## config.mk

```make
export PLATFORM = sky130hd
export DESIGN_NAME = williams_r_threshold_tracker
export DESIGN_NICKNAME = d
export VERILOG_FILES = /design/src/sv/wrt_pkg.sv /design/src/sv/williams_r_threshold_tracker.sv /design/src/sv/wrt_front.sv /design/src/sv/wrt_fifo.sv /design/src/sv/wrt_back.sv
export SDC_FILE = /design/constraint.sdc
export NUM_CORES = 2
export LEC_CHECK = 0
export BUFFER_PORTS_ARGS = -buffer_cell sky130_fd_sc_hd__buf_4
export CAP_MARGIN = 40
export CORE_MARGIN = 2
export CORE_UTILIZATION = 57
export DETAILED_ROUTE_END_ITERATION = 8
export HOLD_SLACK_MARGIN = 0.08
export PLACE_DENSITY_LB_ADDON = 0.15
export SKIP_CTS_REPAIR_TIMING = 1
export SLEW_MARGIN = 15
export SYNTH_ARGS = -nofsm -noshare
export SYNTH_HDL_FRONTEND = slang
export SYNTH_SLANG_ARGS = --single-unit
```

## constraint.sdc

```tcl
create_clock -name clk -period 6.7 [get_ports clk]
set_clock_uncertainty 0.15 [all_clocks]
set_input_delay 1.675 -clock clk [delete_from_list [all_inputs] [get_ports clk]]
set_output_delay 1.675 -clock clk [all_outputs]
set_load 0.05 [all_outputs]
```

## src/sv/wrt_pkg.sv

```systemverilog
`timescale 1ns / 1ps
// Shared types and constants for the Williams %R threshold tracker.
// No dependencies; used by every module of the block.
package wrt_pkg;

  localparam int WINDOW_MAX = 64;
  localparam int ADDR_W     = $clog2(WINDOW_MAX);
  localparam int LEN_W      = ADDR_W + 1;
  localparam int SAMPLE_W   = 16;
  localparam int PCT_W      = 16;
  localparam int CNT_W      = 32;
  localparam int CFG_IDX_W  = 2;
  localparam int CFG_DATA_W = 16;

  localparam int DIFF_W     = SAMPLE_W + 1;
  localparam int Q_W        = 15;
  localparam int PROD_W     = DIFF_W + Q_W;
  localparam int REM_W      = DIFF_W + 1;
  localparam int STEP_W     = $clog2(Q_W);

  localparam logic [Q_W-1:0]      SCALE      = Q_W'(25600);
  localparam logic [PCT_W-1:0]    NEUTRAL    = PCT_W'(-12800);
  localparam logic [LEN_W-1:0]    WL_RESET   = LEN_W'(14);
  localparam logic [LEN_W-1:0]    WU_RESET   = LEN_W'(14);
  localparam logic [PCT_W-1:0]    HI_RESET   = PCT_W'(-5120);
  localparam logic [PCT_W-1:0]    LO_RESET   = PCT_W'(-20480);
  localparam logic [LEN_W-1:0]    WIN_MAX_L  = LEN_W'(WINDOW_MAX);

  typedef enum logic [CFG_IDX_W-1:0] {
    REG_WINDOW_LENGTH  = 2'd0,
    REG_WARMUP_COUNT   = 2'd1,
    REG_HIGH_THRESHOLD = 2'd2,
    REG_LOW_THRESHOLD  = 2'd3
  } reg_idx_t;

  typedef enum logic [2:0] {
    BK_IDLE,
    BK_SCAN,
    BK_MUL,
    BK_DIV,
    BK_DONE
  } bk_state_t;

  typedef struct packed {
    logic [LEN_W-1:0] window_length;
    logic [LEN_W-1:0] warmup_count;
    logic [PCT_W-1:0] high_threshold;
    logic [PCT_W-1:0] low_threshold;
  } cfg_t;

  typedef struct packed {
    logic [SAMPLE_W-1:0] sample;
    logic [ADDR_W-1:0]   addr;
    logic [LEN_W-1:0]    fill;
    logic                ready;
  } entry_t;

  function automatic logic [CNT_W-1:0] sat_inc(input logic [CNT_W-1:0] c);
    sat_inc = (c == '1) ? c : c + CNT_W'(1);
  endfunction

endpackage

```

## src/sv/williams_r_threshold_tracker.sv

```systemverilog
`timescale 1ns / 1ps
// Top level of the Williams %R threshold tracker: config registers and wiring.
// Depends on wrt_pkg, wrt_front, wrt_fifo, wrt_back.
//
//   channel | handshake             | payload
//   --------+-----------------------+-------------------------------------------
//   in      | in_valid / in_stall   | in_sample
//   out     | out_valid / out_stall | out_percent_r, flags, events, three totals
//   cfg     | cfg_valid / cfg_ready | cfg_index, cfg_data
//
// A ready sample passes through the back end in order: pop and ring write, one read
// per window entry, multiply, 15 divide steps, output load.
// A sample before warmup goes straight from pop and ring write to output load.
// The front and a two-entry queue keep taking transfers while the back end works;
// in_stall rises when the queue is full, and out_stall holds the back end at its load.
// Reset (rst_n low, synchronous) clears control state and loads default registers.
// A config write clears ring position and fill; cfg_ready is always high.
module williams_r_threshold_tracker (
  input  logic                            clk,
  input  logic                            rst_n,
  input  logic                            in_valid,
  output logic                            in_stall,
  input  logic [wrt_pkg::SAMPLE_W-1:0]    in_sample,
  output logic                            out_valid,
  input  logic                            out_stall,
  output logic [wrt_pkg::PCT_W-1:0]       out_percent_r,
  output logic                            out_ready_res,
  output logic                            out_above_flag,
  output logic                            out_below_flag,
  output logic                            out_above_event,
  output logic                            out_below_event,
  output logic [wrt_pkg::CNT_W-1:0]       out_above_total,
  output logic [wrt_pkg::CNT_W-1:0]       out_below_total,
  output logic [wrt_pkg::CNT_W-1:0]       out_sample_total,
  input  logic                            cfg_valid,
  output logic                            cfg_ready,
  input  logic [wrt_pkg::CFG_IDX_W-1:0]   cfg_index,
  input  logic [wrt_pkg::CFG_DATA_W-1:0]  cfg_data
);

  wrt_pkg::cfg_t   cfg_r;
  wrt_pkg::entry_t push_entry, head_entry;
  logic            cfg_we;
  logic            q_full, q_empty, q_push, q_pop;

  assign cfg_ready = 1'b1;
  assign cfg_we    = cfg_valid && cfg_ready;

  always_ff @(posedge clk) begin
    if (!rst_n) begin
      cfg_r.window_length  <= wrt_pkg::WL_RESET;
      cfg_r.warmup_count   <= wrt_pkg::WU_RESET;
      cfg_r.high_threshold <= wrt_pkg::HI_RESET;
      cfg_r.low_threshold  <= wrt_pkg::LO_RESET;
    end else if (cfg_we) begin
      case (wrt_pkg::reg_idx_t'(cfg_index))
        wrt_pkg::REG_WINDOW_LENGTH:
          cfg_r.window_length  <= cfg_data[wrt_pkg::LEN_W-1:0];
        wrt_pkg::REG_WARMUP_COUNT:
          cfg_r.warmup_count   <= cfg_data[wrt_pkg::LEN_W-1:0];
        wrt_pkg::REG_HIGH_THRESHOLD:
          cfg_r.high_threshold <= cfg_data[wrt_pkg::PCT_W-1:0];
        wrt_pkg::REG_LOW_THRESHOLD:
          cfg_r.low_threshold  <= cfg_data[wrt_pkg::PCT_W-1:0];
        default: ;
      endcase
    end
  end

  wrt_front u_front (
    .clk       (clk),
    .rst_n     (rst_n),
    .clear     (cfg_we),
    .cfg       (cfg_r),
    .in_valid  (in_valid),
    .in_stall  (in_stall),
    .in_sample (in_sample),
    .q_full    (q_full),
    .q_push    (q_push),
    .q_entry   (push_entry)
  );

  wrt_fifo u_fifo (
    .clk       (clk),
    .rst_n     (rst_n),
    .push      (q_push),
    .push_data (push_entry),
    .full      (q_full),
    .pop       (q_pop),
    .head      (head_entry),
    .empty     (q_empty)
  );

  wrt_back u_back (
    .clk              (clk),
    .rst_n            (rst_n),
    .cfg              (cfg_r),
    .q_empty          (q_empty),
    .q_head           (head_entry),
    .q_pop            (q_pop),
    .out_valid        (out_valid),
    .out_stall        (out_stall),
    .out_percent_r    (out_percent_r),
    .out_ready_res    (out_ready_res),
    .out_above_flag   (out_above_flag),
    .out_below_flag   (out_below_flag),
    .out_above_event  (out_above_event),
    .out_below_event  (out_below_event),
    .out_above_total  (out_above_total),
    .out_below_total  (out_below_total),
    .out_sample_total (out_sample_total)
  );

endmodule

```

## src/sv/wrt_front.sv

```systemverilog
`timescale 1ns / 1ps
// Front end: accepts samples, tracks ring position and fill, decides readiness.
// Depends on wrt_pkg.
module wrt_front (
  input  logic                           clk,
  input  logic                           rst_n,
  input  logic                           clear,
  input  wrt_pkg::cfg_t                  cfg,
  input  logic                           in_valid,
  output logic                           in_stall,
  input  logic [wrt_pkg::SAMPLE_W-1:0]   in_sample,
  input  logic                           q_full,
  output logic                           q_push,
  output wrt_pkg::entry_t                q_entry
);

  logic [wrt_pkg::ADDR_W-1:0] write_pos_r, write_pos_nxt;
  logic [wrt_pkg::LEN_W-1:0]  fill_r, fill_nxt;
  logic [wrt_pkg::LEN_W-1:0]  sz;
  logic [wrt_pkg::LEN_W-1:0]  pos_inc;

  assign in_stall = q_full;
  assign q_push   = in_valid && !q_full;

  always_comb begin
    if (cfg.window_length == '0) begin
      sz = wrt_pkg::LEN_W'(1);
    end else if (cfg.window_length > wrt_pkg::WIN_MAX_L) begin
      sz = wrt_pkg::WIN_MAX_L;
    end else begin
      sz = cfg.window_length;
    end
    pos_inc       = {1'b0, write_pos_r} + wrt_pkg::LEN_W'(1);
    write_pos_nxt = (pos_inc >= sz) ? '0 : pos_inc[wrt_pkg::ADDR_W-1:0];
    fill_nxt      = (fill_r < sz) ? fill_r + wrt_pkg::LEN_W'(1) : fill_r;
    q_entry.sample = in_sample;
    q_entry.addr   = write_pos_r;
    q_entry.fill   = fill_nxt;
    q_entry.ready  = (fill_nxt >= cfg.warmup_count);
  end

  always_ff @(posedge clk) begin
    if (!rst_n || clear) begin
      write_pos_r <= '0;
      fill_r      <= '0;
    end else if (q_push) begin
      write_pos_r <= write_pos_nxt;
      fill_r      <= fill_nxt;
    end
  end

endmodule

```

## src/sv/wrt_fifo.sv

```systemverilog
`timescale 1ns / 1ps
// Two-entry queue carrying classified samples from front to back end.
// Depends on wrt_pkg.
module wrt_fifo (
  input  logic            clk,
  input  logic            rst_n,
  input  logic            push,
  input  wrt_pkg::entry_t push_data,
  output logic            full,
  input  logic            pop,
  output wrt_pkg::entry_t head,
  output logic            empty
);

  wrt_pkg::entry_t slot_r [2];
  logic       wr_ptr_r, rd_ptr_r;
  logic [1:0] count_r;

  assign full  = (count_r == 2'd2);
  assign empty = (count_r == 2'd0);
  assign head  = slot_r[rd_ptr_r];

  always_ff @(posedge clk) begin
    if (push) begin
      slot_r[wr_ptr_r] <= push_data;
    end
  end

  always_ff @(posedge clk) begin
    if (!rst_n) begin
      wr_ptr_r <= 1'b0;
      rd_ptr_r <= 1'b0;
      count_r  <= 2'd0;
    end else begin
      if (push) begin
        wr_ptr_r <= !wr_ptr_r;
      end
      if (pop) begin
        rd_ptr_r <= !rd_ptr_r;
      end
      case ({push, pop})
        2'b10:   count_r <= count_r + 2'd1;
        2'b01:   count_r <= count_r - 2'd1;
        default: count_r <= count_r;
      endcase
    end
  end

endmodule

```

## src/sv/wrt_back.sv

```systemverilog
`timescale 1ns / 1ps
// Back end: ring memory, min/max scan, serial divide, flags, counters, output register.
// Depends on wrt_pkg.
module wrt_back (
  input  logic                          clk,
  input  logic                          rst_n,
  input  wrt_pkg::cfg_t                 cfg,
  input  logic                          q_empty,
  input  wrt_pkg::entry_t               q_head,
  output logic                          q_pop,
  output logic                          out_valid,
  input  logic                          out_stall,
  output logic [wrt_pkg::PCT_W-1:0]     out_percent_r,
  output logic                          out_ready_res,
  output logic                          out_above_flag,
  output logic                          out_below_flag,
  output logic                          out_above_event,
  output logic                          out_below_event,
  output logic [wrt_pkg::CNT_W-1:0]     out_above_total,
  output logic [wrt_pkg::CNT_W-1:0]     out_below_total,
  output logic [wrt_pkg::CNT_W-1:0]     out_sample_total
);

  wrt_pkg::bk_state_t state_r, state_nxt;

  logic [wrt_pkg::SAMPLE_W-1:0] mem [wrt_pkg::WINDOW_MAX];
  logic [wrt_pkg::SAMPLE_W-1:0] rd_data_r;
  logic                         rd_vld_r;

  logic [wrt_pkg::SAMPLE_W-1:0] sample_r;
  logic [wrt_pkg::LEN_W-1:0]    n_r;
  logic                         ready_r;
  logic [wrt_pkg::LEN_W-1:0]    idx_r;
  logic                         first_r;
  logic signed [wrt_pkg::SAMPLE_W-1:0] hh_r, ll_r;
  logic [wrt_pkg::DIFF_W-1:0]   range_r;
  logic [wrt_pkg::REM_W-1:0]    rem_r;
  logic [wrt_pkg::Q_W-1:0]      low_r;
  logic [wrt_pkg::Q_W-1:0]      q_r;
  logic [wrt_pkg::STEP_W-1:0]   step_r;

  logic was_above_r, was_below_r;
  logic [wrt_pkg::CNT_W-1:0] above_cnt_r, below_cnt_r, sample_cnt_r;

  logic out_valid_r;
  logic out_free;
  logic mem_we, rd_issue, load_out;

  logic signed [wrt_pkg::SAMPLE_W-1:0] rd_s;
  logic [wrt_pkg::DIFF_W-1:0]   diff;
  logic [wrt_pkg::PROD_W-1:0]   prod;
  logic [wrt_pkg::REM_W-1:0]    trial;
  logic                         take;

  logic [wrt_pkg::PCT_W-1:0]    pr;
  logic ab, bl, aev, bev;

  assign out_free  = !out_valid_r || !out_stall;
  assign out_valid = out_valid_r;
  assign rd_s      = $signed(rd_data_r);

  always_comb begin
    state_nxt = state_r;
    case (state_r)
      wrt_pkg::BK_IDLE: begin
        if (!q_empty) begin
          state_nxt = q_head.ready ? wrt_pkg::BK_SCAN : wrt_pkg::BK_DONE;
        end
      end
      wrt_pkg::BK_SCAN: begin
        if (rd_vld_r && idx_r == n_r) begin
          state_nxt = wrt_pkg::BK_MUL;
        end
      end
      wrt_pkg::BK_MUL:  state_nxt = wrt_pkg::BK_DIV;
      wrt_pkg::BK_DIV: begin
        if (step_r == wrt_pkg::STEP_W'(wrt_pkg::Q_W - 1)) begin
          state_nxt = wrt_pkg::BK_DONE;
        end
      end
      wrt_pkg::BK_DONE: begin
        if (out_free) begin
          state_nxt = wrt_pkg::BK_IDLE;
        end
      end
      default: state_nxt = wrt_pkg::BK_IDLE;
    endcase
  end

  always_comb begin
    q_pop    = 1'b0;
    mem_we   = 1'b0;
    rd_issue = 1'b0;
    load_out = 1'b0;
    case (state_r)
      wrt_pkg::BK_IDLE: begin
        q_pop  = !q_empty;
        mem_we = !q_empty;
      end
      wrt_pkg::BK_SCAN: rd_issue = (idx_r < n_r);
      wrt_pkg::BK_DONE: load_out = out_free;
      default: ;
    endcase
  end

  always_comb begin
    diff  = wrt_pkg::DIFF_W'($signed(hh_r) - $signed(sample_r));
    prod  = wrt_pkg::PROD_W'(diff) * wrt_pkg::PROD_W'(wrt_pkg::SCALE);
    trial = {rem_r[wrt_pkg::REM_W-2:0], low_r[wrt_pkg::Q_W-1]};
    take  = (trial >= {1'b0, range_r});
  end

  always_comb begin
    pr  = wrt_pkg::NEUTRAL;
    ab  = 1'b0;
    bl  = 1'b0;
    aev = 1'b0;
    bev = 1'b0;
    if (ready_r) begin
      if (range_r != '0) begin
        pr = wrt_pkg::PCT_W'(0) - {1'b0, q_r};
      end
      ab  = $signed(pr) > $signed(cfg.high_threshold);
      bl  = $signed(pr) < $signed(cfg.low_threshold);
      aev = ab && !was_above_r;
      bev = bl && !was_below_r;
    end
  end

  always_ff @(posedge clk) begin
    if (mem_we) begin
      mem[q_head.addr] <= q_head.sample;
    end
    if (rd_issue) begin
      rd_data_r <= mem[idx_r[wrt_pkg::ADDR_W-1:0]];
    end
  end

  always_ff @(posedge clk) begin
    if (q_pop) begin
      sample_r <= q_head.sample;
      n_r      <= q_head.fill;
      ready_r  <= q_head.ready;
      idx_r    <= '0;
      first_r  <= 1'b1;
      range_r  <= '0;
    end
    if (rd_issue) begin
      idx_r <= idx_r + wrt_pkg::LEN_W'(1);
    end
    if (rd_vld_r) begin
      first_r <= 1'b0;
      if (first_r || rd_s > hh_r) begin
        hh_r <= rd_s;
      end
      if (first_r || rd_s < ll_r) begin
        ll_r <= rd_s;
      end
    end
    if (state_r == wrt_pkg::BK_MUL) begin
      range_r <= wrt_pkg::DIFF_W'($signed(hh_r) - $signed(ll_r));
      rem_r   <= {1'b0, prod[wrt_pkg::PROD_W-1:wrt_pkg::Q_W]};
      low_r   <= prod[wrt_pkg::Q_W-1:0];
      q_r     <= '0;
      step_r  <= '0;
    end
    if (state_r == wrt_pkg::BK_DIV) begin
      rem_r  <= take ? trial - {1'b0, range_r} : trial;
      low_r  <= {low_r[wrt_pkg::Q_W-2:0], 1'b0};
      q_r    <= {q_r[wrt_pkg::Q_W-2:0], take};
      step_r <= step_r + wrt_pkg::STEP_W'(1);
    end
  end

  always_ff @(posedge clk) begin
    if (load_out) begin
      out_percent_r    <= pr;
      out_ready_res    <= ready_r;
      out_above_flag   <= ab;
      out_below_flag   <= bl;
      out_above_event  <= aev;
      out_below_event  <= bev;
      out_above_total  <= aev ? wrt_pkg::sat_inc(above_cnt_r) : above_cnt_r;
      out_below_total  <= bev ? wrt_pkg::sat_inc(below_cnt_r) : below_cnt_r;
      out_sample_total <= wrt_pkg::sat_inc(sample_cnt_r);
    end
  end

  always_ff @(posedge clk) begin
    if (!rst_n) begin
      state_r      <= wrt_pkg::BK_IDLE;
      rd_vld_r     <= 1'b0;
      out_valid_r  <= 1'b0;
      was_above_r  <= 1'b0;
      was_below_r  <= 1'b0;
      above_cnt_r  <= '0;
      below_cnt_r  <= '0;
      sample_cnt_r <= '0;
    end else begin
      state_r  <= state_nxt;
      rd_vld_r <= rd_issue;
      if (load_out) begin
        out_valid_r  <= 1'b1;
        sample_cnt_r <= wrt_pkg::sat_inc(sample_cnt_r);
        if (aev) begin
          above_cnt_r <= wrt_pkg::sat_inc(above_cnt_r);
        end
        if (bev) begin
          below_cnt_r <= wrt_pkg::sat_inc(below_cnt_r);
        end
        if (ready_r) begin
          was_above_r <= ab;
          was_below_r <= bl;
        end
      end else if (!out_stall) begin
        out_valid_r <= 1'b0;
      end
    end
  end

endmodule

```

==> run_results.csv <==
group,metric,value,unit
floorplanning,std_cell_rows,124,
worst_setup_path,reg2reg_slack,840,ps
yosys,yosysSeqAreaShare,0.661,
min_path,hold_path_class,"flip-flop to flip-flop",
global_route,overflow,0,
yosys,synth_top_area_cell,"edfxtp_1",
global_route,antenna_found_initial,0,
clock_network,cts_root_buffer,"clkbuf_16",
power_and_ir_drop,combPwrFrac,0.429,
sta,clock.fmax,0.171,GHz
worst_setup_path,cp-start-kind,"flip-flop",
sta,tns,0,ps
sta,max-slew-margin-rel,0.410,
floorplanning,io_pins,159,
finish,fill_cells,8206,
finish,synthToLayoutAreaGrowth,12.4,%
yosys,synthCells,4412,
worst_setup_path,crit_chain,"inv_1 > ha_1 > fa_1 > nor2b_1 > o31a_1 > o211ai_1 > a21oi_1 > a2111oi_0 > nor3_1 > xnor2_1 > ha_1 > ha_1 > inv_1 > fa_1 > inv_1 > ha_1 > nand3_1 > o211ai_1 > nor2_1 > o21ai_0 > a31oi_1 > nor2b_1 > xor2_1 > a21oi_1",
yosys,synth_area_per_cell,14.9,µm²
yosys,synthFlopType,"edfxtp_1",
clock_network,path_clk_slew,60,ps
placed_design,port-buffer-count,157,
sta,rsz0062_at_grt,"no",
global_route,grt_max_degree,105,
outcome,status,"finished, final reports clean",
sta,slew_violations,0,
floorplanning,fp.dieH,344,µm
floorplanning,die_w,344,µm
yosys,synth.net_count,4669,
worst_setup_path,critPathMaxFanout,6,
worst_setup_path,crit_path_top_delay_cell,"a2111oi_0",
worst_setup_path,cp-end-kind,"flip-flop",
global_route,grt_pass1_wl,224000,µm
drt,route.detailed.drc,0,
power_and_ir_drop,switching_power,13.2,mW
global_route,grt_usage,0.252,
drt,ant_nets,0,
power_and_ir_drop,p_sw_frac,0.366,
global_route,grt_pass1_vias,37000,
sta,period_minus_slack,5860,ps
sta,holdWs,308,ps
sta,setup_violations,0,
clock_network,cts_tree,"done",
placed_design,place_inst,6006,
worst_setup_path,arrival,6180,ps
yosys,synth-edff-count,1338,
yosys,synth_area_leaders,"edfxtp_1 (61%), mux4_2 (7.4%), dfxtp_1 (5.1%)",
finish,drive_gt1_frac,0.171,
power_and_ir_drop,intPower,22.8,mW
finish,regArea,43500,µm²
drt,drt-pass1-iter-count,5,
sta,worstMarginPinSlew,860,ps
clock_network,clock_latency,750,ps
floorplanning,initial_core_util,0.575,
power_and_ir_drop,pwr-share-clk,0.229,
worst_setup_path,required,7020,ps
finish,finalInstanceArea,74100,µm²
floorplanning,core_area,115000,µm²
clock_network,htree_levels,4,
worst_setup_path,path_class,"flip-flop to flip-flop",
yosys,synth-seq-cells,1506,
clock_network,clk_path_buf_depth,3,
sta,setup_ws,836,ps
drt,drt_first_iter_violations,3525,
yosys,synth_top_area_frac,0.610,
yosys,async_flop_share,0,
sta,hold_violations,0,
power_and_ir_drop,total_power,36.0,mW
drt,post_drt_wl_per_cell,23.7,µm
clock_network,cts_buffers,151,
drt,wl,149000,µm
placed_design,placed_cell_area,69200,µm²
power_and_ir_drop,pwr-share-seq,0.342,
drt,viasPerCell,6.02,
yosys,synth_area,65900,µm²
drt,num_vias,37800,
power_and_ir_drop,leakagePower,25.9,nW
placed_design,post-place-ws,874,ps
finish,multi_input_area,20800,µm²
yosys,yosys.cell_types.count,71,
run,maxCapViolCount,0,
sta,fin_crit_sh,0.875,
finish,nets,4904,
yosys,ys_warn_count,0,
placed_design,gp_congestion,0.847,
finish,postLayoutCoreUtil,0.647,
placed_design,hpwl,91700,µm
power_and_ir_drop,ir_worst_vdd,0.000605,V
worst_setup_path,worst_path_most_repeated_cell,"ha_1",
power_and_ir_drop,p_per_area,486,nW/µm²
worst_setup_path,cpPeakStageDelay,590,ps
clock_network,clock_sinks,1506,
floorplanning,die_area,118000,µm²
finish,stdcell_count,6277,
## layer usage
metal / wire (µm) / up-vias / global-route usage
met1: 63100 / 19000 / 0.356
met3: 9140 / 229 / 0.0320
li1: - / 17400 / -
met2: 73200 / 1192 / 0.416
met5: 0 / - / 0
met4: 3490 / 0 / 0.0715
## power by group through the flow
stage / sequential (mW) / combinational (mW) / clock [mW]
2_1_floorplan: 12.9 / 10.9 / 0
5_1_grt: 12.4 / 17.0 / 8.70
3_3_place_gp: 12.5 / 15.1 / 0
3_5_place_dp: 12.5 / 15.4 / 0
6_report: 12.3 / 15.4 / 8.23
4_1_cts: 12.3 / 15.5 / 8.36
## path summary, 6_finish.rpt
| check | to | cells after the start | startpoint |
|---|---|---|---|
| worst max-delay path | u_back.rem_r[14]$_DFFE_PP_ | 24 | u_back.hh_r[0]$_DFFE_PP_ |
| worst min-delay path | cfg_r[7]$_SDFFE_PN0P_ | 2 | cfg_r[7]$_SDFFE_PN0P_ |
| worst max register to register | u_back.rem_r[14]$_DFFE_PP_ | 24 | u_back.hh_r[0]$_DFFE_PP_ |
| worst min register to register | cfg_r[7]$_SDFFE_PN0P_ | 2 | cfg_r[7]$_SDFFE_PN0P_ |
## flip-flops by register name (all words and copies together) (netlist names), 32 cells and up, named ones only
signal                   flops
cfg_r                       46
u_back.above_cnt_r          32
u_back.below_cnt_r          32
u_back.mem                1024
u_back.out_above_total      32
u_back.out_below_total      32
u_back.out_sample_total     32
u_back.sample_cnt_r         32
u_fifo.slot_r               60
## layout by cell type, fill, tap and decap left out, drive strengths merged, types with 89 or more instances in the layout
cell / count
xnor2: 89
ha: 203
edfxtp: 1338
o21ai: 105
mux2i: 165
dfxtp: 168
a21oi: 191
xor2: 119
clkbuf: 194
buf: 279
nand2: 289
nor2: 240
inv: 212
mux4: 216
## layout make-up
type	count	area share
multi-input combinational	2500	0.281
clock buffer	194	0.0550
inverter	209	0.0107
antenna	2	0.0000676
sequential	1506	0.588
tap	1512	0.0255
clock inverter	75	0.00983
timing repair buffer	279	0.0300
## critical path, delay by kind of cell, from the launching register on
| family | cells | cell delay [ps] |
|---|---|---|
| adders and majority gates | 6 | 1850 |
| AOI/OAI and AO/OA | 8 | 1830 |
| and+or+nand+nor | 5 | 760 |
| xor gates and xnor gates | 2 | 420 |
| DFF | 1 | 390 |
| buffers and inverters | 3 | 190 |
## cells by family after synthesis
group | count (synthesis) | share of synthesized area
mux | 448 | 0.110
simple gates | 1033 | 0.0765
xor+xnor | 208 | 0.0277
flops | 1506 | 0.661
buf+inv | 406 | 0.0237
compound gates | 592 | 0.0574
fa+ha+maj | 218 | 0.0431
other cells | 1 | 0.0000569
## synthesized netlist by cell type, drive strengths merged, types with 89 or more instances
master	instances
edfxtp	1338
nand2	289
nor2	240
mux4	216
inv	207
ha	203
a21oi	191
dfxtp	168
mux2i	165
clkbuf	133
xor2	119
o21ai	105
xnor2	89
Note: power is estimated with default switching activity, not from simulation.
